$ cat src/rtl/text_mode_terminal_writer_unit_defines.svh
// ---------------------------------------------------------------------------
// text_mode_terminal_writer_unit_defines
// Assertion macros used by ttw_ctrl; each expects clock and reset
// in scope
// ---------------------------------------------------------------------------
`ifndef TEXT_MODE_TERMINAL_WRITER_UNIT_DEFINES_SVH
`define TEXT_MODE_TERMINAL_WRITER_UNIT_DEFINES_SVH

// same-cycle implication
`define TTW_ASSERT_IMPL(name, ante, cons, msg) \
   name: assert property (@(posedge clock) disable iff (reset) (ante) |-> (cons)) \
      else $error(msg);

// next-cycle implication
`define TTW_ASSERT_NEXT(name, ante, cons, msg) \
   name: assert property (@(posedge clock) disable iff (reset) (ante) |=> (cons)) \
      else $error(msg);

`endif

$ cat src/rtl/ttw_pkg.sv
`timescale 1ns / 1ps
// ---------------------------------------------------------------------------
// ttw_pkg
// Types, constants and helpers of the text-mode terminal writer
// ---------------------------------------------------------------------------
package ttw_pkg;

   // screen geometry
   localparam int COLUMNS   = 80;
   localparam int ROWS      = 25;
   localparam int NUM_CELLS = ROWS * COLUMNS;
   localparam int ADDR_W    = $clog2(NUM_CELLS);
   localparam int CNT_W     = $clog2(NUM_CELLS + 1);
   localparam int CELL_W    = 16;

   // field widths
   localparam int ROW_W = 5;
   localparam int COL_W = 7;

   // command codes
   localparam logic [1:0] CMD_PUT   = 2'd0;
   localparam logic [1:0] CMD_READ  = 2'd1;
   localparam logic [1:0] CMD_CLEAR = 2'd2;

   // character codes and colors
   localparam logic [7:0] CH_NEWLINE   = 8'd10;
   localparam logic [7:0] CH_BACKSPACE = 8'd8;
   localparam logic [7:0] CH_SPACE     = 8'd32;
   localparam logic [7:0] RESET_COLOR  = 8'd7;

   typedef logic [ADDR_W-1:0] addr_type;
   typedef logic [CNT_W-1:0]  cnt_type;
   typedef logic [ROW_W-1:0]  row_type;
   typedef logic [COL_W-1:0]  col_type;
   typedef logic [CELL_W-1:0] cell_type;

   typedef struct packed {
      logic [1:0] cmd;
      logic [7:0] char_code;
      row_type    read_row;
      col_type    read_col;
   } req_type;

   typedef struct packed {
      row_type    cursor_row;
      col_type    cursor_col;
      logic [7:0] cell_char;
      logic [7:0] cell_color;
      logic       did_scroll;
   } rsp_type;

   // controller to output stage
   typedef struct packed {
      logic    load;
      rsp_type data;
   } result_type;

   // linear cell address of a row and column
   function automatic addr_type cell_addr(row_type r, col_type c);
      return addr_type'(int'(r) * COLUMNS + int'(c));
   endfunction

endpackage

$ cat src/rtl/ttw_ctrl.sv
`timescale 1ns / 1ps
`include "text_mode_terminal_writer_unit_defines.svh"
// ---------------------------------------------------------------------------
// ttw_ctrl
// Command sequencer: cursor, cell writes, reads, clear fill and scroll copy
// ---------------------------------------------------------------------------
module ttw_ctrl (
   input  logic                clock,
   input  logic                reset,
   input  logic                req_valid,
   output logic                req_stall,
   input  ttw_pkg::req_type    req_data,
   input  logic [7:0]          text_color,
   input  logic                rsp_room,
   output ttw_pkg::result_type result,
   output logic                wr_en,
   output ttw_pkg::addr_type   wr_addr,
   output ttw_pkg::cell_type   wr_data,
   output logic                rd_en,
   output ttw_pkg::addr_type   rd_addr,
   input  ttw_pkg::cell_type   rd_data
);

   typedef enum logic [2:0] {
      ST_INIT,
      ST_IDLE,
      ST_EXEC,
      ST_READ_WAIT,
      ST_CLEAR,
      ST_SCROLL_COPY,
      ST_SCROLL_BLANK,
      ST_DONE
   } state_type;

   state_type          state_ff, state_in;
   ttw_pkg::req_type   req_ff, req_in;
   ttw_pkg::row_type   row_ff, row_in;
   ttw_pkg::col_type   col_ff, col_in;
   ttw_pkg::cell_type  cell_ff, cell_in;
   logic               scroll_ff, scroll_in;
   ttw_pkg::cnt_type   idx_ff, idx_in;
   ttw_pkg::cnt_type   dst_ff, dst_in;
   logic               pend_ff, pend_in;
   logic [7:0]         fill_color_ff, fill_color_in;
   ttw_pkg::row_type   bs_row;
   ttw_pkg::col_type   bs_col;
   logic               last_row;
   logic               last_col;
   logic               result_load;

   assign last_row = (row_ff == ttw_pkg::row_type'(ttw_pkg::ROWS - 1));
   assign last_col = (col_ff == ttw_pkg::col_type'(ttw_pkg::COLUMNS - 1));

   // cursor after a backspace
   always_comb begin
      bs_row = row_ff;
      bs_col = col_ff;
      if (col_ff != '0) begin
         bs_col = col_ff - 1'b1;
      end else if (row_ff != '0) begin
         bs_row = row_ff - 1'b1;
         bs_col = ttw_pkg::col_type'(ttw_pkg::COLUMNS - 1);
      end
   end

   // next state and memory control
   always_comb begin
      state_in      = state_ff;
      req_in        = req_ff;
      row_in        = row_ff;
      col_in        = col_ff;
      cell_in       = cell_ff;
      scroll_in     = scroll_ff;
      idx_in        = idx_ff;
      dst_in        = dst_ff;
      pend_in       = pend_ff;
      fill_color_in = fill_color_ff;
      wr_en         = 1'b0;
      wr_addr       = '0;
      wr_data       = '0;
      rd_en         = 1'b0;
      rd_addr       = '0;
      result_load   = 1'b0;

      case (state_ff)
         // blank fill after reset or on clear
         ST_INIT, ST_CLEAR: begin
            wr_en   = 1'b1;
            wr_addr = idx_ff[ttw_pkg::ADDR_W-1:0];
            wr_data = {fill_color_ff, ttw_pkg::CH_SPACE};
            idx_in  = idx_ff + 1'b1;
            if (idx_ff == ttw_pkg::cnt_type'(ttw_pkg::NUM_CELLS - 1)) begin
               state_in = (state_ff == ST_INIT) ? ST_IDLE : ST_DONE;
            end
         end

         // take a request beat
         ST_IDLE: begin
            if (req_valid) begin
               req_in   = req_data;
               state_in = ST_EXEC;
            end
         end

         // decode and carry out the command
         ST_EXEC: begin
            cell_in   = '0;
            scroll_in = 1'b0;
            state_in  = ST_DONE;
            case (req_ff.cmd)
               ttw_pkg::CMD_PUT: begin
                  if (req_ff.char_code == ttw_pkg::CH_NEWLINE) begin
                     col_in = '0;
                     row_in = row_ff + 1'b1;
                  end else if (req_ff.char_code == ttw_pkg::CH_BACKSPACE) begin
                     row_in  = bs_row;
                     col_in  = bs_col;
                     wr_en   = 1'b1;
                     wr_addr = ttw_pkg::cell_addr(bs_row, bs_col);
                     wr_data = {text_color, ttw_pkg::CH_SPACE};
                  end else begin
                     wr_en   = 1'b1;
                     wr_addr = ttw_pkg::cell_addr(row_ff, col_ff);
                     wr_data = {text_color, req_ff.char_code};
                     if (last_col) begin
                        col_in = '0;
                        row_in = row_ff + 1'b1;
                     end else begin
                        col_in = col_ff + 1'b1;
                     end
                  end
                  // moving past the last row starts a scroll
                  if (req_ff.char_code != ttw_pkg::CH_BACKSPACE && last_row &&
                      (req_ff.char_code == ttw_pkg::CH_NEWLINE || last_col)) begin
                     row_in    = ttw_pkg::row_type'(ttw_pkg::ROWS - 1);
                     col_in    = '0;
                     scroll_in = 1'b1;
                     idx_in    = ttw_pkg::cnt_type'(ttw_pkg::COLUMNS);
                     dst_in    = '0;
                     pend_in   = 1'b0;
                     state_in  = ST_SCROLL_COPY;
                  end
               end
               ttw_pkg::CMD_READ: begin
                  if (32'(req_ff.read_row) < ttw_pkg::ROWS &&
                      32'(req_ff.read_col) < ttw_pkg::COLUMNS) begin
                     rd_en    = 1'b1;
                     rd_addr  = ttw_pkg::cell_addr(req_ff.read_row, req_ff.read_col);
                     state_in = ST_READ_WAIT;
                  end
               end
               ttw_pkg::CMD_CLEAR: begin
                  row_in        = '0;
                  col_in        = '0;
                  idx_in        = '0;
                  fill_color_in = text_color;
                  state_in      = ST_CLEAR;
               end
               default: begin
                  state_in = ST_DONE;
               end
            endcase
         end

         // read data arrives in the cycle after the address
         ST_READ_WAIT: begin
            cell_in  = rd_data;
            state_in = ST_DONE;
         end

         // move every row up: read one row below, write back in the next cycle
         ST_SCROLL_COPY: begin
            rd_en   = (idx_ff != ttw_pkg::cnt_type'(ttw_pkg::NUM_CELLS));
            rd_addr = idx_ff[ttw_pkg::ADDR_W-1:0];
            pend_in = rd_en;
            if (rd_en) begin
               idx_in = idx_ff + 1'b1;
            end
            if (pend_ff) begin
               wr_en   = 1'b1;
               wr_addr = dst_ff[ttw_pkg::ADDR_W-1:0];
               wr_data = rd_data;
               dst_in  = dst_ff + 1'b1;
            end
            if (!rd_en) begin
               state_in = ST_SCROLL_BLANK;
            end
         end

         // blank the new bottom row
         ST_SCROLL_BLANK: begin
            wr_en   = 1'b1;
            wr_addr = dst_ff[ttw_pkg::ADDR_W-1:0];
            wr_data = {text_color, ttw_pkg::CH_SPACE};
            dst_in  = dst_ff + 1'b1;
            if (dst_ff == ttw_pkg::cnt_type'(ttw_pkg::NUM_CELLS - 1)) begin
               state_in = ST_DONE;
            end
         end

         // hand the result to the output register
         ST_DONE: begin
            result_load = rsp_room;
            if (rsp_room) begin
               state_in = ST_IDLE;
            end
         end

         default: begin
            state_in = ST_IDLE;
         end
      endcase
   end

   assign req_stall = (state_ff != ST_IDLE);

   // result fields
   assign result.load            = result_load;
   assign result.data.cursor_row = row_ff;
   assign result.data.cursor_col = col_ff;
   assign result.data.cell_char  = cell_ff[7:0];
   assign result.data.cell_color = cell_ff[15:8];
   assign result.data.did_scroll = scroll_ff;

   // state and registered values
   always_ff @(posedge clock) begin
      if (reset) begin
         state_ff      <= ST_INIT;
         row_ff        <= '0;
         col_ff        <= '0;
         idx_ff        <= '0;
         dst_ff        <= '0;
         pend_ff       <= 1'b0;
         scroll_ff     <= 1'b0;
         fill_color_ff <= ttw_pkg::RESET_COLOR;
      end else begin
         state_ff      <= state_in;
         row_ff        <= row_in;
         col_ff        <= col_in;
         idx_ff        <= idx_in;
         dst_ff        <= dst_in;
         pend_ff       <= pend_in;
         scroll_ff     <= scroll_in;
         fill_color_ff <= fill_color_in;
      end
      req_ff  <= req_in;
      cell_ff <= cell_in;
   end

   // checks
   `TTW_ASSERT_IMPL(a_cursor_range, 1'b1,
      (32'(row_ff) < ttw_pkg::ROWS) && (32'(col_ff) < ttw_pkg::COLUMNS),
      "cursor left the screen")
   `TTW_ASSERT_IMPL(a_scroll_home, result.load && result.data.did_scroll,
      (32'(row_ff) == ttw_pkg::ROWS - 1) && (col_ff == '0),
      "scroll result with cursor off the last row start")
   `TTW_ASSERT_NEXT(a_read_wait, (state_ff == ST_EXEC) && rd_en,
      state_ff == ST_READ_WAIT, "cell read not followed by data capture")
   `TTW_ASSERT_IMPL(a_copy_alias, wr_en && rd_en, wr_addr != rd_addr,
      "scroll copy reads the cell it writes")

endmodule

$ cat config.mk
export PLATFORM = sky130hd
export DESIGN_NAME = ttw_ctrl
export DESIGN_NICKNAME = d
export VERILOG_FILES = /design/src/rtl/ttw_pkg.sv /design/src/rtl/ttw_ctrl.sv
export VERILOG_INCLUDE_DIRS = /design/src /design/src/rtl
export SDC_FILE = /design/constraint.sdc
export NUM_CORES = 1
export LEC_CHECK = 0
export BUFFER_PORTS_ARGS = -buffer_cell sky130_fd_sc_hd__buf_2
export CORE_MARGIN = 3
export CORE_UTILIZATION = 60
export DETAILED_ROUTE_END_ITERATION = 16
export MAX_ROUTING_LAYER = met4
export PLACE_DENSITY = 0.86
export SYNTH_ARGS = -nofsm -noshare
export SYNTH_HDL_FRONTEND = slang
export SYNTH_SLANG_ARGS = --single-unit
$ cat constraint.sdc
create_clock -name clock -period 12.5 [get_ports clock]
set_input_delay 1.25 -clock clock [delete_from_list [all_inputs] [get_ports clock]]
set_output_delay 1.25 -clock clock [all_outputs]
set_load 0.05 [all_outputs]
Word level (Yosys, flattened, before mapping)
Cells that the tools add are included.
{"block": "classes", "multipliers": 3, "mux": 59, "reduce_logical": 23, "order_cmp": 2, "eq_ne": 30, "add_sub_neg": 9}
{"op": "$mux W11", "n": 11}
{"op": "$pmux W11 S3", "n": 2}
{"op": "$pmux W16 S4", "n": 1}
{"op": "$mux W16", "n": 3}
{"op": "$pmux W11 S2", "n": 2}
{"op": "$pmux W11 S4", "n": 1}
{"op": "$mux W7", "n": 6}
{"op": "$add A11 B7 Y11", "n": 3}
{"op": "$pmux W16 S2", "n": 1}
{"op": "$mux W5", "n": 6}
{"op": "$add A11 B1 Y11 const B", "n": 2}
{"op": "$eq A11 B11 Y1 const B", "n": 2}
{"op": "$mul A5 B3 Y7 const B", "n": 3}
{"op": "$mux W3", "n": 7}
{"op": "$pmux W3 S7", "n": 1}
{"op": "$eq A8 B4 Y1 const B", "n": 2}
{"op": "$ne A2 B2 Y1 const B", "n": 8}
{"op": "$pmux W7 S2", "n": 1}
{"op": "$eq A3 B3 Y1 const B", "n": 4}
{"op": "$ne A11 B11 Y1 const B", "n": 1}
{"op": "$mux W1", "n": 10}
{"op": "$pmux W5 S2", "n": 1}
{"op": "$pmux W3 S3", "n": 1}
{"op": "$mux W8", "n": 1}
{"op": "34 further kinds", "n": 46}
{"block": "word_totals", "wordCells": 139, "out_inout_bits": 71, "register_bits": 85}

Longest topological paths before layout
{"block": "depth", "word_depth": 9, "ltp_mapped": 16}

Worst setup path after synthesis
Ideal clock, no wire load.
{"block": "synth_timing", "path_kind": "register to output", "from": "reg col_ff[3]", "to": "out wr_addr[10]", "path_buffers": 1, "arrival_ns": 4.425, "required_ns": 11.250, "path_slack_ns": 6.825, "path_stages_with_launch": 16, "cell_sequence": "dfxtp_1 clkbuf_1 nor4_2 nand2_1 nor4_1 mux2_2 ha_1 ha_1 inv_1 fa_1 nand2b_1 or4_1 a21o_1 o2111ai_1 mux2i_1 nand2_1"}
{"block": "synth_between", "elab_chain_cells": 8, "word_cells_on_any_way": 12, "cone_classes": "add/sub: 3; mul: 1; mux: 7; reduce/logical: 1"}
{"item": "start, declared", "line_no": "ttw_ctrl.sv:38", "text": "ttw_pkg::col_type col_ff, col_in;"}
{"item": "start signal, assigned", "line_no": "ttw_ctrl.sv:239", "text": "col_ff <= col_in;"}
{"item": "$reduce_bool A7 Y1", "line_no": "ttw_ctrl.sv:58", "text": "if (col_ff != '0) begin"}
{"item": "$mux W5", "line_no": "ttw_ctrl.sv:58"}
{"item": "$mul A5 B3 Y7", "line_no": "ttw_pkg.sv:60", "text": "return addr_type'(int'(r) * COLUMNS + int'(c));"}
{"item": "$add A11 B7 Y11", "line_no": "ttw_pkg.sv:60"}
{"item": "$mux W11 *", "line_no": "ttw_ctrl.sv:115", "text": "end else if (req_ff.char_code == ttw_pkg::CH_BACKSPACE) begin"}
{"item": "$mux W11 *", "line_no": "ttw_ctrl.sv:112", "text": "if (req_ff.char_code == ttw_pkg::CH_NEWLINE) begin"}
{"item": "$mux W11 *", "line_no": "ttw_ctrl.sv:110", "text": "case (req_ff.cmd)"}
{"item": "$pmux W11 S4 *", "line_no": "ttw_ctrl.sv:85", "text": "case (state_ff)"}
{"item": "end, declared", "line_no": "ttw_ctrl.sv:17", "text": "output ttw_pkg::addr_type wr_addr,"}
Every way passes the cells marked *; elsewhere a longest branch is shown, timed or not.

Final worst setup path
{"block": "layout_timing", "from": "reg col_ff[2]", "to": "out wr_addr[10]"}
The elaborated chain is that of the path after synthesis.

==> run metrics <==
Synth Warn #=0; deepest clock path buffer count=2; Vias per Instance=6.40; Slew headroom=30.0%; placer's final routability congestion estimate=1.02; routed wire length=16,800 um; post-CTS setup buffer count=0; CTS Sinks=85; Setup-failing EPs final=0; I/O pin cnt=121; total global-route track usage=30.8%; DRT Pass-1 Iters=8; crit-path max FO=13; Initial Util=62.8%; Top FF cell, synth=dfxtp_1; hold crit path type=flip-flop to flip-flop; max cap viols=0; synthesis-to-finish area growth=14.1%; startpoint types=flip-flop; leakage power=0.00293 uW; worst-skew pair later-pin latency=360 ps; routed len/inst=18.6 um; Tightest Pin Transition=1050 ps; post-synthesis cell area=5880 um2; HPWL after DPL=12,400 um; RSZ-0062 raised after global routing=no; post-CTS sizing=0; max frequency=0.160 GHz; Post-synth EDFFs=38; crit path DAT=5000 ps; crit path time final=6250 ps; DR iter-0 viols=550; Critical Path RT=11,250 ps; synth unique cells=71; max-slew violations=0; largest net degree at the start of global routing=41; most frequent cells after synthesis=nand2_1 (60), a21oi_1 (57), dfxtp_1 (47), nor2_1 (40), edfxtp_1 (38); post-synth net total=761; CP bufs+invs=2; clock tree from TritonCTS=built; drt drc=0; first-pass GRT wire length=27,000 um; crit end category=output pin; number of global-route vias before repair=5,479; kind of cell adding the most delay to the critical path=simple AND/OR/NAND/NOR gates; die area=11,000 um2; Fin Clk Skew=10.1 ps; Routed Antenna Nets=0; Root Driver=clkbuf_8; # port buffers=120; Area contributors post-synth=edfxtp_1 (19%), dfxtp_1 (16%), ha_1 (7.7%); Core Rows=35; Total Nets Final=860; Mapped Cells=669; grt ovf=0; Core ar.=9370 um2; status=complete, no violations; Power per Cell Area=75.9 nW/um2; Async SR Flop Fraction=0%; Final WS setup=6250 ps; final hold violations=0; share of post-route cells with drive strength above 1=19.5%; Final TNS setup=0 ps; Die Y=105 um; clock-pin slew of the registers on the worst-case setup and hold paths=100 ps; VDD IR max=0.0794 mV; CP cell instances=nor4_2, nand2_1, nor4_1, mux2_2, ha_1, ha_1, inv_1, fa_1, nand2b_1, or4_1, a21o_1, o2111ai_1, mux2i_1, nand2_1, buf_2; period utilization=50.0%; count leader, synth=nand2_1; Setup Crit Path Kind=flip-flop to output pin; sequential element share of the synthesized area=35.4%; vias=5,777; Max stage delay on crit path=590 ps; die width=105 um; leading area contributor after synthesis=edfxtp_1; Synth Area per Inst=8.79 um2; number of diodes=0; initial antenna violation count=0; Post-CTS Hold Buffers=0; CTS buffer count=9; pre-CTS setup slack=6710 ps; Yosys top cell area share=19.4%; htree depth=3; flops & latches, synth=85; CP max stage cell=nor4_2
[stage by stage]
stage                     utilization (%)  hold slack, ps  instances  power, uW  instance area, um2
after floorplan                         -             436        669        305                5880
final                                71.6             470        902        510                6710
after global placement               69.5             442        886        317                6520
after global routing                 71.6             489        902        526                6710
after CTS                            71.6             470        902        511                6710
after detailed placement             69.5             456        886        317                6520
[registers in the layout, summed over array words and instances (netlist names)]
signal / count
cell_ff: 16
idx_ff: 11
row_ff: 5
fill_color_ff: 8
state_ff: 3
pend_ff: 1
col_ff: 7
dst_ff: 11
scroll_ff: 1
req_ff: 22
[path summary, 6_finish.rpt]
| check | endpoint | slack, ps | start | depth (start not counted) |
|---|---|---|---|---|
| setup / recovery | wr_addr[10] | 6250 | col_ff[2] | 15 |
| hold reg to reg | fill_color_ff[4] | 470 | fill_color_ff[4] | 2 |
| hold / removal | fill_color_ff[4] | 470 | fill_color_ff[4] | 2 |
| setup reg to reg | col_ff[0] | 9200 | state_ff[1] | 6 |
[routing by layer]
| metal | global-route usage, % | vias to the layer above | part of all wire [%] |
|---|---|---|---|
| li1 | - | 2682 | - |
| met1 | 39.5 | 2721 | 40 |
| met2 | 49.8 | 335 | 48 |
| met3 | 4.32 | 39 | 8.6 |
| met4 | 11.0 | 0 | 2.5 |
| met5 | - | - | 0 |
[worst min-delay path, cell delays in order, from the launching register on]
cell and delay (ps):
dfxtp_1 330, nand2_1 50, a21oi_1 50
[cell type report]
| type | instances | area [um2] |
|---|---|---|
| Clock inverter | 7 | 73.8 |
| Inverter | 37 | 139 |
| Sequential cell | 85 | 2080 |
| Tap cell | 129 | 161 |
| Timing Repair Buffer | 124 | 631 |
| Multi-Input combinational cell | 511 | 3500 |
| Fill cell | 755 | 2660 |
| Clock buffer | 9 | 124 |
[power breakdown]
group | internal [uW] | switching, uW | total [uW]
combinational | 8.22 | 12.1 | 20.4
clock | 78.9 | 119 | 198
sequential | 289 | 1.36 | 291
total | 377 | 133 | 510
[placed cells by master, fill, tap and decap left out, types with 12 or more instances in the layout]
master    instances
nor2_1           40
xor2_1           12
o21ai_1          18
inv_1            37
o21ai_0          27
nand3_1          21
a22o_1           18
xnor2_1          16
nand2_1          60
edfxtp_1         38
a21oi_1          57
ha_1             36
buf_2           120
dfxtp_1          47
and2_1           21
nor3_1           14
and3_1           13
[cells by family after synthesis]
family	after synthesis	share of synthesized area [%]
compound gates	205	23.4
mux	9	1.60
xor+xnor	28	4.17
fa+ha+maj	42	9.70
buf+inv	73	5.04
simple gates	227	20.7
flops	85	35.4
No activity file was read; power rests on OpenSTA's default activity.
